$ cat config.mk
export PLATFORM = sky130hd
export DESIGN_NAME = prs_out_fifo
export DESIGN_NICKNAME = d
export VERILOG_FILES = /design/src/rtl/prs_pkg.sv /design/src/rtl/prs_out_fifo.sv
export VERILOG_INCLUDE_DIRS = /design/src /design/src/rtl
export SDC_FILE = /design/constraint.sdc
export NUM_CORES = 1
export LEC_CHECK = 0
export BUFFER_PORTS_ARGS = -buffer_cell sky130_fd_sc_hd__buf_4
export CORE_ASPECT_RATIO = 1.1
export CORE_MARGIN = 8
export CORE_UTILIZATION = 40
export CTS_BUF_LIST = sky130_fd_sc_hd__clkbuf_4 sky130_fd_sc_hd__clkbuf_8
export DETAILED_ROUTE_END_ITERATION = 8
export HOLD_SLACK_MARGIN = 0.06
export PLACE_DENSITY = 0.61
export SLEW_MARGIN = 25
export SYNTH_ARGS = -nofsm -noshare
export SYNTH_HDL_FRONTEND = slang
export SYNTH_SLANG_ARGS = --single-unit
$ cat constraint.sdc
create_clock -name clk -period 5.6 [get_ports clk]
set_input_delay 1.12 -clock clk [delete_from_list [all_inputs] [get_ports clk]]
set_output_delay 1.12 -clock clk [all_outputs]
set_load 0.02 [all_outputs]
$ cat src/rtl/poisson_residual_stencil_top_macros.svh
// Assertion shorthands shared by the stencil modules.
// Both sample on clk and are muted while rst is high.
`ifndef POISSON_RESIDUAL_STENCIL_TOP_MACROS_SVH
`define POISSON_RESIDUAL_STENCIL_TOP_MACROS_SVH

// Same-cycle implication.
`define PRS_ASSERT_NOW(lbl, ante, cons, msg) \
  lbl: assert property (@(posedge clk) disable iff (rst) (ante) |-> (cons)) else $error(msg);

// Next-cycle implication.
`define PRS_ASSERT_NEXT(lbl, ante, cons, msg) \
  lbl: assert property (@(posedge clk) disable iff (rst) (ante) |=> (cons)) else $error(msg);

`endif

$ cat src/rtl/prs_pkg.sv
package prs_pkg;

  localparam int MAX_PANELS = 1024;
  localparam int ROW_DEPTH  = MAX_PANELS + 1;
  localparam int CNT_W      = $clog2(ROW_DEPTH);
  localparam int PANEL_MIN  = 2;

  localparam int VALUE_W    = 32;
  localparam int COEF_W     = 32;
  localparam int HALF_W     = COEF_W / 2;
  localparam int FRAC_SHIFT = 8;

  // left + right - 2*mid fits in two extra bits; DIFF_W keeps three
  localparam int DIFF_W = VALUE_W + 3;
  localparam int PROD_W = DIFF_W + HALF_W + 1;
  localparam int SUM_W  = PROD_W + 1;
  localparam int C_W    = SUM_W + 2;
  localparam int Q_W    = C_W - FRAC_SHIFT;
  localparam int R_W    = SUM_W + FRAC_SHIFT + 1;

  localparam logic signed [C_W-1:0] ROUND_HALF = C_W'(1 << (FRAC_SHIFT - 1));
  localparam logic signed [R_W-1:0] SAT_HI =
    {{(R_W - VALUE_W + 1){1'b0}}, {(VALUE_W - 1){1'b1}}};
  localparam logic signed [R_W-1:0] SAT_LO = ~SAT_HI;

  localparam int CFG_IDX_W = 2;
  localparam logic [CFG_IDX_W-1:0] REG_ROW_LENGTH = 2'd0;
  localparam logic [CFG_IDX_W-1:0] REG_ROW_COUNT  = 2'd1;
  localparam logic [CFG_IDX_W-1:0] REG_COEF_X     = 2'd2;
  localparam logic [CFG_IDX_W-1:0] REG_COEF_Y     = 2'd3;

  localparam logic [CNT_W-1:0]  PANELS_RESET = CNT_W'(16);
  localparam logic [COEF_W-1:0] COEF_RESET   = COEF_W'(131072);

  localparam int FIFO_DEPTH = 16;
  localparam int FIFO_AW    = $clog2(FIFO_DEPTH);
  localparam int FIFO_CW    = FIFO_AW + 1;

  typedef struct packed {
    logic signed [VALUE_W-1:0] f;
    logic signed [VALUE_W-1:0] recent;
    logic signed [VALUE_W-1:0] older;
  } prs_word_t;

  typedef struct packed {
    logic             has_int;
    logic             interior;
    logic             has_edge;
    logic             edge_done;
    logic [CNT_W-1:0] col;
    logic [CNT_W-1:0] row;
  } prs_meta_t;

  typedef struct packed {
    logic signed [VALUE_W-1:0] value;
    logic [CNT_W-1:0]          col;
    logic [CNT_W-1:0]          row;
    logic                      done;
  } prs_result_t;

  function automatic logic [CNT_W-1:0] clamp_panels(input logic [CNT_W-1:0] p);
    logic [CNT_W-1:0] q;
    q = p;
    if (p < CNT_W'(PANEL_MIN)) begin
      q = CNT_W'(PANEL_MIN);
    end else if (p > CNT_W'(MAX_PANELS)) begin
      q = CNT_W'(MAX_PANELS);
    end
    return q;
  endfunction

endpackage

$ cat src/rtl/prs_out_fifo.sv
`include "poisson_residual_stencil_top_macros.svh"

module prs_out_fifo (
  input  logic                  clk,
  input  logic                  rst,
  input  logic                  wr_first,
  input  logic                  wr_second,
  input  prs_pkg::prs_result_t  ent_first,
  input  prs_pkg::prs_result_t  ent_second,
  input  logic                  pop,
  output logic                  head_valid,
  output prs_pkg::prs_result_t  head
);
  import prs_pkg::*;

  prs_result_t slots [0:FIFO_DEPTH-1];

  logic [FIFO_AW-1:0] rd_ptr, wr_ptr, wr_ptr_next;
  logic [FIFO_CW-1:0] count, count_next;
  logic [FIFO_CW-1:0] n_push;

  assign n_push      = FIFO_CW'(wr_first) + FIFO_CW'(wr_second);
  assign wr_ptr_next = wr_ptr + FIFO_AW'(n_push);
  assign count_next  = count + n_push - FIFO_CW'(pop);
  assign head_valid  = (count != '0);
  assign head        = slots[rd_ptr];

  always_ff @(posedge clk) begin
    if (rst) begin
      rd_ptr <= '0;
      wr_ptr <= '0;
      count  <= '0;
    end else begin
      wr_ptr <= wr_ptr_next;
      count  <= count_next;
      if (pop) begin
        rd_ptr <= rd_ptr + FIFO_AW'(1);
      end
    end
  end

  always_ff @(posedge clk) begin
    if (wr_first) begin
      slots[wr_ptr] <= ent_first;
    end
    if (wr_second) begin
      slots[wr_ptr + FIFO_AW'(1)] <= ent_second;
    end
  end

  `PRS_ASSERT_NOW(a_fifo_bound, 1'b1, count <= FIFO_CW'(FIFO_DEPTH), "result queue overflow")

endmodule

* Yosys cells after proc, flatten, opt, wreduce, memory -nomap -nowiden
Memory sizes are Yosys's and may differ from the RTL's. A register that Yosys moved wholly into a read port is not among the register bits.
Cells that the tools add are included.
** Word-level totals
- Register bits after elaboration :: 13
- Latch bits :: 0
- Bits in writable memories :: 880
- Memory bits (read-only) :: 0
- Output and inout port bits :: 56
- Memories kept :: 1
** Cells by class
- $add $sub $neg :: 6
- Multiply operators :: 0
- Div/mod/pow operators :: 0
- Order comparisons :: 0
- Equal/unequal tests :: 0
- Shift-type cells :: 0
- Muxes and demuxes :: 6
- Bitwise logic cells :: 0
- Reduce and logical (&&, ||, !) cells :: 1
** Memory list
- slots :: words 16, width 55, read ports 1, clocked after Yosys merged registers in 1, write ports 2, line prs_out_fifo.sv:16 : prs_result_t slots [0:FIFO_DEPTH-1];
** Operator list (number)
- 4-bit by 1-bit adder with 4-bit output, second input constant :: 2
- 4-bit 2-to-1 mux :: 2
- 5-bit by 2-bit adder with 5-bit output :: 1
- 5-bit nonzero test :: 1
- 5-bit by 1-bit subtractor with 5-bit output :: 1
- 4-bit by 2-bit adder with 4-bit output :: 1
- 1-bit 2-to-1 mux :: 4
- 1-bit by 1-bit adder with 2-bit output :: 1

* Depth between registers and ports, before layout
Gate-level depths: netlist (run 1).
- Depth in word-level cells :: 3
- Gate-level depth with buffers :: 11

* Worst setup path before layout (run 1)
No wires, ideal clock.
- Kind :: input-to-reg
- Start :: input wr_second
- End :: memory slots[2][0] (netlist name) (enable)
- Library setup time :: 535 ps
- Arrival time :: 5241 ps
- Setup slack :: -177 ps
- Cell stages on the path :: 3
- Cells stage by stage :: nand2_2 > o22a_1 > nor3_1
** RTL lines
- start, declared :: line prs_out_fifo.sv:7 : input logic wr_second,
- end, declared :: line prs_out_fifo.sv:16

==> impl_metrics.ini, run 1 <==
[status]
outcome = finished, final reports clean

[timing]
whs_ns = 0.5584
setup_viol = 0
rsz0062_at_grt = false
finalCritPeriodShare_pct = 79.99
period_minus_slack_ns = 4.479
timing_hold_violations_final = 0
setup-tns-final_ns = 0
drv_slew = 0
worst_pin_slew_ns = 1.079
clock_skew_ns = 0.02269
max_freq_mhz = 223.3
slew-limit-headroom_pct = 27.90

[global_route]
gr-usage-all-layers_pct = 21.68
antenna_found_initial = 17
overflow = 0
grt_max_degree = 61
grt_pass1_vias = 27310
grt_pass1_wl_microns = 193900

[finish]
fin_cells = 4290
syn_to_final_growth_pct = 12.55
fill_cells = 9585
drive_gt1_share_pct = 57.28
multi_input_area_sq_mm = 0.01707
final_nets = 2795
regArea_sq_mm = 0.02677

[pwr]
combPwrFrac_pct = 15.3
powerDensity_mw_per_mm2 = 312.1
p_clk_share_pct = 34.8
power.leakage_nw = 16.44
power.share.sequential_pct = 49.9
p_int_mw = 11.69
ir_drop_uv = 169.6
swShare_pct = 25.92
switchingPower_mw = 4.089

[synth]
yosysUniqueCellTypes = 43
yosys_warnings = 0
postSynthCellCount = 2551
async_flop_share_pct = 0
netlist_top_cells_count = 880 x edfxtp_1, 815 x mux2_2, 220 x mux4_2, 154 x clkbuf_1, 110 x a22oi_1
synth_edf_count = 880
synth_flop_cell = edfxtp_1
syn_area_sq_mm = 0.04491
ys_seq_area_share_pct = 59.60
yosys.area.top_type = edfxtp_1
synth_area_leaders = edfxtp_1 59%, mux2_2 20%, mux4_2 11%
synth_top_area_share_pct = 58.84
ys_ff_latch = 897
synthesis.nets = 2679
synth.most_common_cell = edfxtp_1
postSynthAreaPerCell_sq_um = 17.60

[die]
start_util_pct = 40.15
rows = 129
die_y_microns = 367.4
io-pin-count = 171
die_x_microns = 335.5
die_area_sq_mm = 0.1233
core_sq_mm = 0.1119

[setup_path]
path_max_fanout = 60
critPathCaptureType = output pin
max_stage_delay_ns = 1.01
slowest_stage = dfxtp_4
worstPathCellList = buf_12 > mux4_2 > a22oi_1 > nand2_1 > buf_4
critPathKind = flip-flop to output pin
startpoint_type = flip-flop
crit_arrival_ns = 3.36
required_ns = 4.48

[worst_hold_path]
hold_class = flip-flop to flip-flop

[placed_design]
dp_cells = 4024
portBuffers = 170
hpwl_microns = 71490
gp_congestion = 0.7463

[clock_network]
root_buffer = clkbuf_8
cts_hold_buf = 0
cts_tree = built
numCtsBuffers = 147
ctsResizeCount = 0
cts_setup_buffers = 0
path_clk_slew_ns = 0.06
clock_latency_ns = 0.82
cts_sinks = 897
clockBufferDepth = 3
h-tree-depth = 4

[detailed_routing]
drt_first_pass_iters = 5
avgViaCountPerCell = 5.924
routedWlPerCell_microns = 31.82
vias = 25420
drt-initial-drc-count = 2465
drcViolationCount = 0
totalWireLength_microns = 136500
ant_nets = 0

[flow_run]
maxCapViolations = 0
## power by group through the flow
| stage | clock [mW] | sequential, mW | combinational (mW) |
|---|---|---|---|
| 3_5_place_dp | 0 | 8.01 | 2.43 |
| 3_3_place_gp | 0 | 7.99 | 2.37 |
| 6_report | 5.48 | 7.87 | 2.42 |
| 5_1_grt | 5.87 | 7.89 | 2.56 |
| 2_1_floorplan | 0 | 7.95 | 1.58 |
| 4_1_cts | 5.59 | 7.87 | 2.44 |
## worst paths after layout
path	endpoint	slack, ns	depth (start not counted)	startpoint
worst max-delay path	head[53]	1.12	5	flip-flop
worst min-delay path	rd_ptr[3]$_SDFFE_PP0P_	0.56	2	rd_ptr[3]$_SDFFE_PP0P_
worst max register to register	slots[8][31]$_DFFE_PP_	1.95	4	wr_ptr[2]$_SDFF_PP0_
worst min register to register	rd_ptr[3]$_SDFFE_PP0P_	0.56	2	rd_ptr[3]$_SDFFE_PP0P_
## cell families (layout without fill, tap and decap cells)
kind of cell	after synthesis	in the layout	synth area share, %
other	0	8	0
buffers and inverters	283	508	2.914
DFF	897	897	59.60
muxes	1101	1101	33.54
adders and majority gates	13	13	0.3956
AOI/OAI and AO/OA	118	118	1.953
and+or+nand+nor	132	132	1.463
xor gates and xnor gates	7	7	0.1365
## per-layer routing
layer / part of all wire (%) / GRT usage (%) / routed length, microns
met5: 0.081 / 0 / 111
met4: 2.8 / 7.207 / 3873
met3: 7.5 / 4.864 / 10210
met2: 50 / 36.70 / 68570
met1: 39 / 27.44 / 53760
## final cells by class
type / count / share of cell area [%]
Antenna cell: 8 / 0.03960
Clock buffer: 207 / 4.918
Clock inverter: 51 / 0.4975
Inverter: 11 / 0.08169
Multi-Input combinational cell: 1371 / 33.77
Sequential cell: 897 / 52.97
Tap cell: 1506 / 3.728
Timing Repair Buffer: 239 / 3.995
## layout by cell type, fill, tap and decap left out, types with 3 or more instances in the layout
cell,count
clkinv_1,35
xnor2_1,4
a22oi_1,110
clkinvlp_4,9
nor2_4,15
clkinv_2,3
mux2_2,815
clkbuf_4,58
nand2_4,3
buf_4,221
nor2b_1,7
a21oi_1,3
ha_1,11
nor3_4,7
mux2_1,15
nand2_1,62
nand2b_1,4
clkbuf_8,149
nor2b_4,3
edfxtp_1,880
diode_2,8
dfxtp_1,15
mux4_2,220
mux2_4,50
nor2_1,13
xor2_1,3
inv_1,11
buf_12,18
## flip-flops by register name, indices dropped and copies added, names as in the netlist, named ones only
name / count
count: 5
rd_ptr: 4
slots: 880
wr_ptr: 4
## through the flow
step	total power [mW]	setup WS, ns	utilization (%)	cell area [sq um]
final	15.78	1.121	45.19	50550
after global routing	16.32	0.9744	45.18	50530
after CTS	15.91	1.030	45.17	50530
after detailed placement	10.44	1.815	42.73	47790
after global placement	10.36	1.781	42.71	47770
after floorplan	9.526	1.207	-	44920
## critical path, delay by kind of cell, from the launching register on
kind,cells,cell delay [ns]
compound gates,1,0.19
buf+inv,2,0.69
flops,1,1.01
mux,1,0.38
simple gates,1,0.22
Note: power is estimated with default switching activity, not from simulation.
==> run 2, diff against run 1 <==
==> constraint.sdc (replaced) <==
create_clock -name clk -period 4 [get_ports clk]
set_input_delay 0.8 -clock clk [delete_from_list [all_inputs] [get_ports clk]]
set_output_delay 0.8 -clock clk [all_outputs]
set_load 0.02 [all_outputs]
==> run 2 against run 1 <==
  * Non-clock buffer count rose by 7
  * Cell count grew 0.14%
  * Power increased by 41%
  * Wire length is 0.78% lower
  * Critical endpoint is now head[15]
  * Global-route usage fell by 0.14 points
  * Design area rose by 0.88%
  * Utilization up 0.40 points
==> impl_metrics.ini, run 2 (synthesis gave the netlist of run 1 again) <==
[timing]
max_freq_mhz = 263.1
setup-tns-final_ns = 0
rsz0062_at_grt = false
worst_pin_slew_ns = 0.9579
timing_hold_violations_final = 0
finalCritPeriodShare_pct = 95.02
clock_skew_ns = 0.03715
period_minus_slack_ns = 3.801
drv_slew = 0
slew-limit-headroom_pct = 36.14
setup_viol = 0

[setup_path]
worst-path-buf-inv = 3
worstPathCellList = buf_12 > buf_4 > mux4_2 > a22oi_1 > nand2_1 > buf_4
required_ns = 3.20
path_max_fanout = 19
max_stage_delay_ns = 0.55
critPathCaptureType = output pin
timing.rr.start = wr_ptr[1]$_SDFF_PP0_
crit_arrival_ns = 3.00
slowest_stage = mux4_2
crit_path_frequent_cell = buf_4
cp_num_cells = 6
critPathKind = flip-flop to output pin
r2r-end = slots[9][35]$_DFFE_PP_
reg2regPathDepth = 5
cp_top_family = buffers and inverters
r2r_slack_ns = 0.90
startpoint_type = flip-flop

[die]
core_sq_mm = 0.1119
start_util_pct = 40.15
die_x_microns = 335.5
die_area_sq_mm = 0.1233
rows = 129
die_y_microns = 367.4
io-pin-count = 171

[worst_hold_path]
hold_end = wr_ptr[1]$_SDFF_PP0_
hold_path_depth = 2
hold_class = input pin to flip-flop
hp-start = rst

[clock_network]
clock_latency_ns = 0.84
numCtsBuffers = 150
cts_tree = built
cts_sinks = 897
h-tree-depth = 4
root_buffer = clkbuf_8
path_clk_slew_ns = 0.07
clockBufferDepth = 3

[detailed_routing]
routedWlPerCell_microns = 31.53
drt-initial-drc-count = 2305
drcViolationCount = 0
ant_nets = 0
avgViaCountPerCell = 5.946
totalWireLength_microns = 135500
vias = 25540
drt_first_pass_iters = 5

[status]
outcome = finished, final reports clean

[finish]
largest_reg_flops = 880
drive_gt1_share_pct = 57.47
final_area_sq_mm = 0.05099
finish.utilization_pct = 45.59
final_common_cell = edfxtp_1
final_nets = 2805
most-common-layout-cells = 880 x edfxtp_1, 815 x mux2_2, 220 x mux4_2, 201 x buf_4, 153 x clkbuf_8
syn_to_final_growth_pct = 13.55
largestRegisters = slots (880), count (5)
regMostFlops = slots

[global_route]
grt_pass1_vias = 27410
grt_pass1_wl_microns = 192000
gr-usage-all-layers_pct = 21.54
use_met1_pct = 27.43
grt_use_met3_pct = 5.038
grt-busiest-layer = met2
antenna_found_initial = 18
grt_max_degree = 65
use_met2_pct = 36.39
overflow = 0

[flow_run]
maxCapViolations = 0

[pwr]
ir_drop_uv = 201.1
power.leakage_nw = 16.60
powerDensity_mw_per_mm2 = 436.1

[placed_design]
portBuffers = 170
placed_cell_area_sq_mm = 0.04817
gp_congestion = 0.7409
hpwl_microns = 68950
==> run 2: changes by cell type in the layout (fill, tap and decap cells not counted) <==
cell | before | now
buf_12 | 18 | 44
buf_16 | 0 | 1
buf_4 | 221 | 201
bufinv_16 | 0 | 2
clkbuf_4 | 58 | 50
clkbuf_8 | 149 | 153
clkinv_1 | 35 | 30
clkinv_2 | 3 | 7
clkinv_4 | 1 | 0
clkinvlp_4 | 9 | 6
diode_2 | 8 | 13
inv_8 | 1 | 2
==> run 2: metrics by stage <==
stage / total power [mW] / hold slack (ns) / setup WS [ns] / cells
floorplan: 13.34 / 0.4847 / 0.02199 / 2551
global placement: 14.51 / 0.5176 / 0.8460 / 4031
detailed placement: 14.63 / 0.5496 / 0.8070 / 4031
CTS: 22.45 / 0.1439 / 0.0007427 / 4283
global route: 23.02 / 0.1956 / 0.01176 / 4290
finish: 22.24 / 0.2486 / 0.1992 / 4296
==> run 2: worst max-delay path by stage <==
stage / slack, ns / end
after global placement: 0.85 / slots[9][35]$_DFFE_PP_
after detailed placement: 0.81 / slots[9][45]$_DFFE_PP_
final: 0.20 / head[15]
after floorplan: 0.02 / slots[10][0]$_DFFE_PP_
after CTS: 0.0007 / head[27]
after global routing: 0.01 / head[15]
==> run 2: area by class of cell <==
cell class / instances / area (sq um)
Antenna cell: 13 / 32.53
Clock buffer: 203 / 2481
Clock inverter: 49 / 292.8
Fill cell: 9528 / 60860
Inverter: 11 / 41.29
Multi-Input combinational cell: 1371 / 17070
Sequential cell: 897 / 26770
Tap cell: 1506 / 1884
Timing Repair Buffer: 246 / 2417
==> run 2: per-layer routing <==
metal	routed length, microns	share of wire [%]	up-vias
met2	67870	50	1095
met4	3483	2.6	10
met1	53950	40	13650
met5	64	0.047	-
li1	-	-	10550
met3	10080	7.4	241
==> run 2: report_power, final <==
group          total [mW]  switching (mW)  internal [mW]  leakage (nW)
Sequential           11.0           0.133           10.9          8.13
Clock                7.82            3.70           4.12          1.45
Combinational        3.43            1.88           1.55          7.02
==> run 2: repair_timing <==
item	CTS	global route
hold endpoints to repair	0	0
hold buffers	0	0
gates resized for setup	0	0
endpoints found under the setup margin	0	2
buffers inserted	0	1
==> run 2: worst register-to-register path, stage by stage, from the launching register on <==
cell     delay [ns]
dfxtp_1        0.76
nor2_1         0.25
nand3_4        0.14
buf_4          0.64
buf_4          0.62
mux2_2         0.41
